===== config.mk =====
export PLATFORM = sky130hd
export DESIGN_NAME = framed_axis_packet_receiver_top
export DESIGN_NICKNAME = d
export VERILOG_FILES = /design/src/sv/fapr_pkg.sv /design/src/sv/fapr_cfg.sv /design/src/sv/fapr_core.sv /design/src/sv/fapr_outbuf.sv /design/src/sv/framed_axis_packet_receiver_top.sv
export SDC_FILE = /design/constraint.sdc
export NUM_CORES = 1
export LEC_CHECK = 0
export ABC_AREA = 1
export BUFFER_PORTS_ARGS = -buffer_cell sky130_fd_sc_hd__buf_2
export CAP_MARGIN = 25
export CORE_ASPECT_RATIO = 1.4
export CORE_UTILIZATION = 45
export CTS_CLUSTER_DIAMETER = 50
export CTS_CLUSTER_SIZE = 28
export DETAILED_ROUTE_END_ITERATION = 7
export PLACE_DENSITY = 0.61
export SLEW_MARGIN = 40
export SYNTH_ARGS = -nofsm -noshare
export SYNTH_HDL_FRONTEND = slang
export SYNTH_HIERARCHICAL = 1
export SYNTH_SLANG_ARGS = --single-unit

===== constraint.sdc =====
create_clock -name clk -period 23.9 [get_ports clk]
set_input_delay 2.39 -clock clk [delete_from_list [all_inputs] [get_ports clk]]
set_output_delay 2.39 -clock clk [all_outputs]
set_load 0.05 [all_outputs]

===== src/sv/fapr_pkg.sv =====
// types, constants and codes of the framed axis packet receiver
package fapr_pkg;

  localparam int HEADER_BYTES = 16;
  localparam int AXIS_COUNT   = 6;
  localparam int FRAME_BYTES  = HEADER_BYTES + 4 * AXIS_COUNT + 1;
  localparam int COUNT_W      = $clog2(FRAME_BYTES + 1);
  localparam int AXIS_IDX_W   = $clog2(AXIS_COUNT);
  localparam int AXIS_OFF_W   = AXIS_IDX_W + 2;
  localparam int TICKS_W      = 17;
  localparam int AXIS_W       = 32;

  localparam logic [7:0]         HEADER_MARK     = 8'hff;
  localparam logic [7:0]         BUTTON_RESERVED = 8'hfe;
  localparam logic [TICKS_W-1:0] TICKS_MAX       = '1;
  localparam logic [TICKS_W-1:0] LIMIT_RESET     = TICKS_W'(50000);

  // event kinds on the input tuser
  localparam logic [1:0] OP_BYTE = 2'd0;
  localparam logic [1:0] OP_IDLE = 2'd1;
  localparam logic [1:0] OP_TICK = 2'd2;

  // configuration register indexes
  localparam logic REG_TIMEOUT_LIMIT = 1'b0;

  localparam int CFG_ADDR_W = 3;
  localparam int IN_DATA_W  = 8;
  localparam int IN_USER_W  = 2;
  localparam int OUT_BITS   = 1 + AXIS_COUNT * AXIS_W + 1 + 1;
  localparam int OUT_DATA_W = ((OUT_BITS + 7) / 8) * 8;

  typedef struct packed {
    logic             valid;
    logic [1:0]       opcode;
    logic [7:0]       byte_value;
  } fapr_event_t;

  typedef struct packed {
    logic                                new_packet;
    logic [AXIS_COUNT-1:0][AXIS_W-1:0]   axes;
    logic                                button_state;
    logic                                link_timed_out;
  } fapr_result_t;

endpackage


===== src/sv/fapr_cfg.sv =====
// apb configuration register holding the timeout limit
module fapr_cfg (
  input  logic                                clk,
  input  logic                                rst_n,
  input  logic                                psel,
  input  logic                                penable,
  input  logic                                pwrite,
  input  logic [fapr_pkg::CFG_ADDR_W-1:0]     paddr,
  input  logic [31:0]                         pwdata,
  output logic [31:0]                         prdata,
  output logic                                pready,
  output logic [fapr_pkg::TICKS_W-1:0]        timeout_limit
);
  import fapr_pkg::*;

  logic [TICKS_W-1:0] limit_r;
  logic               hit;

  assign pready = 1'b1;
  assign hit    = (paddr[CFG_ADDR_W-1:2] == REG_TIMEOUT_LIMIT);

  always_ff @(posedge clk) begin
    if (!rst_n) begin
      limit_r <= LIMIT_RESET;
    end else if (psel && penable && pwrite && pready && hit) begin
      limit_r <= pwdata[TICKS_W-1:0];
    end
  end

  always_comb begin
    prdata = '0;
    if (hit) begin
      prdata = {{(32 - TICKS_W){1'b0}}, limit_r};
    end
  end

  assign timeout_limit = limit_r;

endmodule


===== src/sv/fapr_core.sv =====
// frame collection, held values and silence counter
module fapr_core (
  input  logic                          clk,
  input  logic                          rst_n,
  input  fapr_pkg::fapr_event_t         evt,
  input  logic [fapr_pkg::TICKS_W-1:0]  timeout_limit,
  output fapr_pkg::fapr_result_t        result
);
  import fapr_pkg::*;

  logic [COUNT_W-1:0]                 cnt_r, cnt_nxt;
  logic                               hdr_r, hdr_nxt;
  logic                               trl_r, trl_nxt;
  logic [AXIS_COUNT-1:0][AXIS_W-1:0]  pend_r;
  logic                               pend_btn_r;
  logic [AXIS_COUNT-1:0][AXIS_W-1:0]  held_r, held_nxt;
  logic                               held_btn_r, held_btn_nxt;
  logic [TICKS_W-1:0]                 ticks_r, ticks_nxt;
  logic                               axis_we, btn_we, fresh;
  logic [COUNT_W-1:0]                 off;
  logic [AXIS_IDX_W-1:0]              idx;
  logic [1:0]                         lane;
  logic [TICKS_W:0]                   cap, inc;

  assign off  = cnt_r - COUNT_W'(HEADER_BYTES);
  assign idx  = off[AXIS_OFF_W-1:2];
  assign lane = off[1:0];

  always_comb begin
    cnt_nxt      = cnt_r;
    hdr_nxt      = hdr_r;
    trl_nxt      = trl_r;
    held_nxt     = held_r;
    held_btn_nxt = held_btn_r;
    ticks_nxt    = ticks_r;
    axis_we      = 1'b0;
    btn_we       = 1'b0;
    fresh        = 1'b0;
    cap = (timeout_limit < TICKS_MAX) ? ({1'b0, timeout_limit} + 1'b1) : {1'b0, TICKS_MAX};
    inc = {1'b0, ticks_r} + 1'b1;
    unique case (evt.opcode)
      OP_BYTE: begin
        // bytes past a full frame are dropped
        if (cnt_r < COUNT_W'(FRAME_BYTES)) begin
          if (cnt_r < COUNT_W'(HEADER_BYTES)) begin
            if (evt.byte_value != HEADER_MARK) hdr_nxt = 1'b0;
          end else if (cnt_r < COUNT_W'(FRAME_BYTES - 1)) begin
            axis_we = 1'b1;
          end else begin
            trl_nxt = ((evt.byte_value & BUTTON_RESERVED) == 8'h00);
            btn_we  = 1'b1;
          end
          cnt_nxt = cnt_r + 1'b1;
        end
      end
      OP_IDLE: begin
        if (cnt_r == COUNT_W'(FRAME_BYTES) && hdr_r && trl_r) begin
          held_nxt     = pend_r;
          held_btn_nxt = pend_btn_r;
          ticks_nxt    = '0;
          fresh        = 1'b1;
        end
        cnt_nxt = '0;
        hdr_nxt = 1'b1;
        trl_nxt = 1'b1;
      end
      OP_TICK: begin
        // saturate at limit + 1, or at all ones
        ticks_nxt = (inc > cap) ? cap[TICKS_W-1:0] : inc[TICKS_W-1:0];
      end
      default: begin
      end
    endcase
  end

  always_ff @(posedge clk) begin
    if (!rst_n) begin
      cnt_r      <= '0;
      hdr_r      <= 1'b1;
      trl_r      <= 1'b1;
      held_r     <= '0;
      held_btn_r <= 1'b0;
      ticks_r    <= '0;
    end else if (evt.valid) begin
      cnt_r      <= cnt_nxt;
      hdr_r      <= hdr_nxt;
      trl_r      <= trl_nxt;
      held_r     <= held_nxt;
      held_btn_r <= held_btn_nxt;
      ticks_r    <= ticks_nxt;
    end
  end

  // pending frame payload, overwritten byte by byte, no reset
  always_ff @(posedge clk) begin
    if (evt.valid && axis_we) begin
      pend_r[idx][{lane, 3'b000} +: 8] <= evt.byte_value;
    end
    if (evt.valid && btn_we) begin
      pend_btn_r <= evt.byte_value[0];
    end
  end

  always_comb begin
    result.new_packet     = fresh;
    result.axes           = held_nxt;
    result.button_state   = held_btn_nxt;
    result.link_timed_out = (ticks_nxt > timeout_limit);
  end

endmodule


===== src/sv/fapr_outbuf.sv =====
// result register between the core and the output stream
module fapr_outbuf (
  input  logic                              clk,
  input  logic                              rst_n,
  input  logic                              load,
  input  fapr_pkg::fapr_result_t            result,
  output logic                              room,
  output logic                              tvalid,
  input  logic                              tready,
  output logic [fapr_pkg::OUT_DATA_W-1:0]   tdata
);
  import fapr_pkg::*;

  logic                  vld_r;
  logic [OUT_BITS-1:0]   data_r;

  // a new result may enter when empty or when the held one leaves now
  assign room = !vld_r || tready;

  always_ff @(posedge clk) begin
    if (!rst_n) begin
      vld_r <= 1'b0;
    end else if (room) begin
      vld_r <= load;
    end
  end

  always_ff @(posedge clk) begin
    if (room && load) begin
      data_r <= {result.link_timed_out, result.button_state,
                 result.axes, result.new_packet};
    end
  end

  assign tvalid = vld_r;
  assign tdata  = {{(OUT_DATA_W - OUT_BITS){1'b0}}, data_r};

endmodule


===== src/sv/framed_axis_packet_receiver_top.sv =====
// top level of the framed axis packet receiver
//
//  channel  | direction | handshake            | contents
//  ---------+-----------+----------------------+-----------------------------------
//  in_      | slave     | in_tvalid/in_tready  | tuser event kind, tdata byte
//  out_     | master    | out_tvalid/out_tready| flag, six axes, button, timeout
//  cfg_     | apb slave | psel/penable/pready  | timeout_limit at byte address 0
//
// every transfer on in_ yields exactly one registered transfer on out_
// one transfer per cycle sustained while out_ does not stall; state update and
// result register load on the same in_ transfer, so in_tready is only the room
// check of the result register (empty, or emptied by out_tready this cycle)
// a stall on out_ holds the result and drops in_tready until it is taken
// synchronous active-low reset: frame restarts, held axes, button and the
// silence count go to zero, the limit goes to 50000
module framed_axis_packet_receiver_top (
  input  logic                               clk,
  input  logic                               rst_n,
  // input stream
  input  logic                               in_tvalid,
  output logic                               in_tready,
  input  logic [fapr_pkg::IN_DATA_W-1:0]     in_tdata,   // [7:0] byte_value
  input  logic [fapr_pkg::IN_USER_W-1:0]     in_tuser,   // [1:0] opcode
  // result stream
  output logic                               out_tvalid,
  input  logic                               out_tready,
  // [0] new_packet, [32:1] axis_zero, [64:33] axis_one, [96:65] axis_two,
  // [128:97] axis_three, [160:129] axis_four, [192:161] axis_five,
  // [193] button_state, [194] link_timed_out, [199:195] zero
  output logic [fapr_pkg::OUT_DATA_W-1:0]    out_tdata,
  // configuration
  input  logic                               cfg_psel,
  input  logic                               cfg_penable,
  input  logic                               cfg_pwrite,
  input  logic [fapr_pkg::CFG_ADDR_W-1:0]    cfg_paddr,
  input  logic [31:0]                        cfg_pwdata,
  output logic [31:0]                        cfg_prdata,
  output logic                               cfg_pready
);
  import fapr_pkg::*;

  logic               room;
  logic               in_fire;
  logic [TICKS_W-1:0] timeout_limit;
  fapr_event_t        evt;
  fapr_result_t       result;

  assign in_tready = room;
  assign in_fire   = in_tvalid && in_tready;

  // event handed to the core on every input transfer
  always_comb begin
    evt.valid      = in_fire;
    evt.opcode     = in_tuser;
    evt.byte_value = in_tdata;
  end

  fapr_cfg u_cfg (
    .clk           (clk),
    .rst_n         (rst_n),
    .psel          (cfg_psel),
    .penable       (cfg_penable),
    .pwrite        (cfg_pwrite),
    .paddr         (cfg_paddr),
    .pwdata        (cfg_pwdata),
    .prdata        (cfg_prdata),
    .pready        (cfg_pready),
    .timeout_limit (timeout_limit)
  );

  // frame state and held values, result formed from the next state
  fapr_core u_core (
    .clk           (clk),
    .rst_n         (rst_n),
    .evt           (evt),
    .timeout_limit (timeout_limit),
    .result        (result)
  );

  // result register, decouples out_tready from the core
  fapr_outbuf u_outbuf (
    .clk    (clk),
    .rst_n  (rst_n),
    .load   (in_fire),
    .result (result),
    .room   (room),
    .tvalid (out_tvalid),
    .tready (out_tready),
    .tdata  (out_tdata)
  );

endmodule


==> qor.csv, run 1 <==
metric,value,unit
root buf cell,clkbuf_16,
hpwl dp,47600,um
crit path max fanout,18,
Max transition margin,43.4,%
first-pass GRT wire length,104000,um
top sig layer,met5,
CTS tree,done,
distinct cell type count after synthesis,43,
worst hold path depth,2,
Clock Tree Buf Depth,3,
grt ovf,0,
largest net degree at the start of global routing,219,
Power per Cell Area,79.7,nW/um2
worst reg2reg path startpoint,u_core/ticks_r[0]$_SDFFE_PN0P_,
cts bufs inserted,44,
WL/cell,19.1,um
Ports,287,
Initial DRC Count,1305,
Core ar.,58900,um2
Pwr Total,0.00243,W
worst r2r path cells,28,
Remaining DRCs,0,
CTS hold repair buffers,0,
WL final,70100,um
WHS,0.542,ns
multi-input logic area,7860,um2
vias per inst,5.12,
status,finished clean,
Starting Density,45.8,%
# setup viols final,0,
largest area contributor in the netlist,edfxtp_1,
fill count,5269,
Die W,209,um
Hold Fails Final Rpt,0,
Tcrit/Tclk final,24.5,%
Max Slew Vio Count,0,
Critical Path End Type,register,
die height,292,um
max_cap viols,0,
I/O Buffers,248,
CTS sink cnt,624,
Fmax achieved,171,MHz
slew of the pin with the lowest slew margin,0.847,ns
# nets final,2984,
share of cells above drive strength 1,21.1,%
TritonRoute pass-1 iters,8,
"Min Clock Period, post-route",5.84,ns
clk_skew,0.0341,ns
FF-to-FF setup slack,18.06,ns
Post-synth EDFFs,388,
Layout area overhead,13.1,%
Crit-path slowest cell,nand4_2,
Clock transition at path regs,0.10,ns
RSZ-0062 raised after global routing,false,
antenna-violating nets left,0,
CTS resizes,0,
CTS H-tree lvls,2,
synthesis-stage register bit count,624,
"Seq/Total Area, Yosys",60.8,%
Netlist Area Pre-Place,27000,um2
Post CTS Setup Buffer Count,0,
ys async rst share,0,%
metal2 WL,35400,um
total number of vias,18800,
FF+latch area,16400,um2
clock latency at the later pin of the worst-skew pair,0.61,ns
die footprint,60900,um2
Mapped Cells,2699,
Worst EP required,24.24,ns
Placer Congestion,0.879,
hold path start,u_core/pend_r[7]$_DFFE_PP_,
maximum vdd drop,0.0000552,V
Post-Route M1 WL,27100,um
LEAKAGE,13.4,nW
R2R Path End,u_outbuf/data_r[194]$_DFFE_PP_,
setup TNS,0,ns
met3 WL,4100,um
initial antenna violation count,3,
"top cells by area, synth","edfxtp_1 43%, dfxtp_1 18%, inv_1 7.4%",
GRT Overall Usage,22.7,%
min-delay worst type,reg2reg,
Rows,105,
top_reg_cell synth,edfxtp_1,
critical path class,reg2reg,
Critical Path AT,6.19,ns
vias in the first global route,17700,
max incr delay on CP,0.59,ns
Startpoint Class,register,
Synth Warn #,6,
Hold Path End,u_outbuf/data_r[8]$_DFFE_PP_,
Mapped Avg Cell Area,9.99,um2
post-synth top area share,43.2,%
-- through the flow --
stage / utilization, % / setup slack, ns / cells / area, um2
after global routing: 51.8 / 17.50 / 3672 / 30500
after CTS: 51.7 / 18.00 / 3669 / 30400
final: 51.8 / 18.06 / 3672 / 30500
after floorplan: - / 10.86 / 2717 / 27000
after detailed placement: 48.8 / 17.69 / 3587 / 28700
after global placement: 48.6 / 17.65 / 3586 / 28600
-- flip-flops by register name, indices dropped and copies added (netlist names) --
name and count:
u_outbuf/data_r 195, u_core/hdr_r 1, u_core/pend_r 192, u_core/trl_r 1, u_core/held_btn_r 1, u_core/cnt_r 6
u_outbuf/tvalid 1, u_core/held_r 192, u_core/pend_btn_r 1, u_core/ticks_r 17, u_cfg/timeout_limit 17
-- cell usage after synthesis, types with 18 or more instances --
cell type  number
a31oi_1        18
dfxtp_1       236
nor2_1        125
edfxtp_1      388
o21ai_2       193
clkbuf_1       76
o21ai_0        31
nand3_1        72
buf_4          39
nand2_1       371
ha_1           46
buf_6          25
xor2_1         19
o21ai_1       194
nor3_1         30
a21oi_1       230
inv_1         530
-- cells by family (layout without fill, tap and decap cells) --
kind of cell    Yosys count  count (layout)  synth area share (%)
flops                   624             624                  60.8
buf+inv                 692             897                  11.0
compound gates          674             674                  15.4
fa+ha+maj                46              46                  2.14
xor+xnor                 19              19                 0.617
simple gates            641             641                  10.1
other cells               3              22                0.0418
-- per-layer routing --
metal  up-vias  global-route usage [%]
met5         -                       0
met2       617                    40.1
li1       9171                       -
met1      8861                    26.6
met4         4                    11.2
met3       136                    3.76
-- layout make-up --
class                      instances  area share, %
sequential                       624           53.7
multi-input combinational       1401           25.8
inverter                         536           6.67
timing repair buffer             279           5.12
clock buffer                      47           3.82
tap                              749           3.07
clock inverter                    35           1.83
antenna                            1        0.00821
-- cell usage in the layout, fill, tap and decap left out, types with 3 or more instances in the layout --
| cell | Yosys | final |
|---|---|---|
| a21oi_1 | 230 | 229 |
| a31oi_1 | 18 | 18 |
| buf_12 | 0 | 3 |
| buf_2 | 13 | 248 |
| buf_4 | 39 | 23 |
| buf_6 | 25 | 3 |
| clkbuf_16 | 0 | 46 |
| clkinv_16 | 0 | 4 |
| clkinv_8 | 0 | 11 |
| conb_1 | 3 | 21 |
| dfxtp_1 | 236 | 236 |
| edfxtp_1 | 388 | 388 |
| ha_1 | 46 | 46 |
| inv_1 | 530 | 530 |
| inv_12 | 0 | 6 |
| inv_16 | 0 | 4 |
| inv_6 | 0 | 4 |
| inv_8 | 0 | 4 |
| nand2_1 | 371 | 370 |
| nand2_2 | 3 | 4 |
| nand3_1 | 72 | 72 |
| nand4_1 | 9 | 9 |
| nor2_1 | 125 | 112 |
| nor2_2 | 10 | 22 |
| nor3_1 | 30 | 16 |
| nor3_2 | 0 | 6 |
| nor3_4 | 0 | 8 |
| nor4_1 | 4 | 4 |
| o21ai_0 | 31 | 31 |
| o21ai_1 | 194 | 194 |
| o21ai_2 | 193 | 193 |
| or2_2 | 8 | 8 |
| xor2_1 | 19 | 19 |
-- critical path, delay by kind of cell, from the launching register on --
family                     cells  cell delay (ns)
adders and majority gates      3             0.80
AOI/OAI and AO/OA              5             1.02
DFF                            1             0.46
and+or+nand+nor               14             2.69
buffers and inverters          5             0.37
xor gates and xnor gates       1             0.24
-- worst max-delay path by stage --
stage                                    from                             end  slack [ns]  depth (start not counted)
4_1_cts        u_core/ticks_r[0]$_SDFFE_PN0P_  u_outbuf/data_r[194]$_DFFE_PP_       18.00                         28
2_1_floorplan                      out_tready    u_outbuf/data_r[0]$_DFFE_PP_       10.86                          6
3_5_place_dp                      in_tuser[0]  u_outbuf/data_r[194]$_DFFE_PP_       17.69                         17
5_1_grt        u_core/ticks_r[0]$_SDFFE_PN0P_  u_outbuf/data_r[194]$_DFFE_PP_       17.50                         28
3_3_place_gp                      in_tuser[1]   u_core/held_r[0]$_SDFFE_PN0P_       17.65                         11
6_report       u_core/ticks_r[0]$_SDFFE_PN0P_  u_outbuf/data_r[194]$_DFFE_PP_       18.06                         28
-- power by group --
| part | internal, W | total [W] | switching, W | leakage, nW |
|---|---|---|---|---|
| combinational | 0.0000866 | 0.000347 | 0.000260 | 6.93 |
| sequential | 0.00120 | 0.00123 | 0.0000236 | 5.70 |
| clock | 0.000400 | 0.000856 | 0.000456 | 0.820 |
| total | 0.00169 | 0.00243 | 0.000740 | 13.4 |
(Power assumes the default switching activity.)
==> inputs of run 2 (changes only) <==
==> constraint.sdc (replaced) <==
create_clock -name clk -period 5.9 [get_ports clk]
set_input_delay 0.59 -clock clk [delete_from_list [all_inputs] [get_ports clk]]
set_output_delay 0.59 -clock clk [all_outputs]
set_load 0.05 [all_outputs]
==> run 2 against run 1 <==
Compared with the run above:
- flip-flop and latch count stayed put
- clock-buffer cell count stayed put
- cell area is 0.30% higher
- non-clock buffer count is 6 higher
- total power grew to 4.1 times the previous value
- register-to-register slack worse by 17 ns
- cell count hardly changed
- first-iteration DRC count is 1.8% lower
- maximum frequency is 15% higher
- sequential share of layout area is 0.16 points lower
- utilization is 0.15 points higher
- largest power group unchanged
==> qor.csv, run 2 (synthesis gave the netlist of run 1 again) <==
metric,value,unit,change
vias in the first global route,17500,,was 17700
cell family with the largest share of critical-path delay,simple AND/OR/NAND/NOR gates,,unchanged
root buf cell,clkbuf_16,,unchanged
TritonRoute pass-1 iters,5,,was 8
first-pass GRT wire length,104000,um,about the same
# setup viols final,0,,unchanged
Worst EP required,6.24,ns,was 24.24 ns
"Min Clock Period, post-route",5.06,ns,was 5.84 ns
largest net degree at the start of global routing,133,,was 219
Max Slew Vio Count,0,,unchanged
CTS resizes,0,,unchanged
critical path class,reg2reg,,unchanged
Remaining DRCs,0,,unchanged
slew of the pin with the lowest slew margin,0.855,ns,was 0.847 ns
Hold Fails Final Rpt,0,,unchanged
Initial DRC Count,1281,,was 1305
Ant. Diodes,0,,was 1
Max transition margin,42.7,%,was 43.4%
RSZ-0062 raised after global routing,false,,unchanged
WL final,69400,um,was 70100 um
maximum vdd drop,0.000275,V,was 0.0000552 V
CTS tree,done,,unchanged
Ports,287,,unchanged
crit path max fanout,14,,was 18
CP most frequent cell,nand2_1,,
Placer Congestion,0.903,,was 0.879
Critical Path End Type,register,,unchanged
Startpoint Class,register,,unchanged
Die W,209,um,unchanged
antenna-violating nets left,0,,unchanged
CTS hold repair buffers,0,,unchanged
Tcrit/Tclk final,85.8,%,was 24.5%
clock latency at the later pin of the worst-skew pair,0.60,ns,was 0.61 ns
Fmax achieved,198,MHz,was 171 MHz
status,finished clean,,unchanged
Pwr Total,0.00986,W,was 0.00243 W
WL/cell,18.9,um,was 19.1 um
Rows,105,,unchanged
# nets final,2990,,was 2984
share of cells above drive strength 1,21.1,%,about the same
cts bufs inserted,44,,unchanged
Top Registers,"u_outbuf/data_r x195, u_core/held_r x192, u_core/pend_r x192",,unchanged
Crit-path slowest cell,dfxtp_1,,was nand4_2
total number of vias,18700,,was 18800
GRT Overall Usage,22.5,%,was 22.7%
vias per inst,5.08,,was 5.12
clk_skew,0.0393,ns,was 0.0341 ns
LEAKAGE,13.5,nW,was 13.4 nW
Clock Tree Buf Depth,3,,unchanged
Post CTS Setup Buffer Count,0,,unchanged
setup TNS,0,ns,unchanged
WHS,0.226,ns,was 0.542 ns
"most common cell after layout, fill and taps aside",inv_1,,unchanged
max FFs per register,195,,unchanged
grt ovf,0,,unchanged
Layout area overhead,13.5,%,was 13.1%
"commonest cells after routing, fill and taps aside","530 x inv_1, 388 x edfxtp_1, 370 x nand2_1",,unchanged
Largest Register,u_outbuf/data_r,,unchanged
Clock transition at path regs,0.08,ns,was 0.10 ns
max incr delay on CP,0.46,ns,was 0.59 ns
I/O Buffers,248,,unchanged
hpwl dp,47400,um,was 47600 um
Power per Cell Area,323,nW/um2,was 79.7 nW/um2
min-delay worst type,in2reg,,was reg2reg
die footprint,60900,um2,unchanged
Critical Path AT,5.40,ns,was 6.19 ns
worst path buffer plus inverter count,5,,unchanged
CTS H-tree lvls,2,,unchanged
Starting Density,45.8,%,unchanged
Core ar.,58900,um2,unchanged
initial antenna violation count,2,,was 3
CTS sink cnt,624,,unchanged
max_cap viols,0,,unchanged
die height,292,um,unchanged
[run 2: worst min-delay path: stages]
cell,delay [ns]
buf_2,0.07
nand2_1,0.04
nand3_1,0.06
[run 2: path summary, 6_finish.rpt]
check	startpoint	endpoint	slack (ns)	cells after the start
max	u_cfg/timeout_limit[2]$_SDFFE_PN0P_	u_outbuf/data_r[194]$_DFFE_PP_	0.84	32
min	cfg_pwdata[9]	u_cfg/timeout_limit[9]$_SDFFE_PN1P_	0.23	3
max reg2reg	u_cfg/timeout_limit[2]$_SDFFE_PN0P_	u_outbuf/data_r[194]$_DFFE_PP_	0.84	32
min reg2reg	u_core/pend_r[189]$_DFFE_PP_	u_outbuf/data_r[190]$_DFFE_PP_	0.53	2
[run 2: routing by layer]
| layer | part of all wire, % | vias to the layer above | global-route usage (%) |
|---|---|---|---|
| met1 | 40 | 8854 | 26.5 |
| li1 | - | 9173 | - |
| met3 | 4.6 | 132 | 3.05 |
| met2 | 52 | 516 | 41.0 |
| met4 | 3.9 | 4 | 9.33 |
| met5 | 0.033 | - | 0 |
[run 2: through the flow]
| stage | util, % | cells | area, um2 | worst slack, ns |
|---|---|---|---|---|
| 6_report | 52.0 | 3675 | 30600 | 0.839 |
| 4_1_cts | 51.9 | 3675 | 30600 | 0.848 |
| 5_1_grt | 52.0 | 3675 | 30600 | 0.203 |
| 3_3_place_gp | 48.7 | 3592 | 28700 | 0.812 |
| 3_5_place_dp | 49.0 | 3595 | 28900 | 0.835 |
| 2_1_floorplan | - | 2717 | 27000 | 1.20 |
[run 2: report_power, final]
group | internal, W | total (W) | switching [W]
Sequential | 0.00488 | 0.00497 | 0.0000911
Combinational | 0.000355 | 0.00142 | 0.00106
Clock | 0.00167 | 0.00348 | 0.00181
Total | 0.00690 | 0.00986 | 0.00297
[run 2: final cells by class]
class / instances / area, um2
clock buffer: 47 / 1140
multi-input combinational: 1401 / 7890
sequential: 624 / 16400
tap: 749 / 937
clock inverter: 33 / 569
fill: 5351 / 28300
inverter: 536 / 2030
timing repair buffer: 285 / 1640
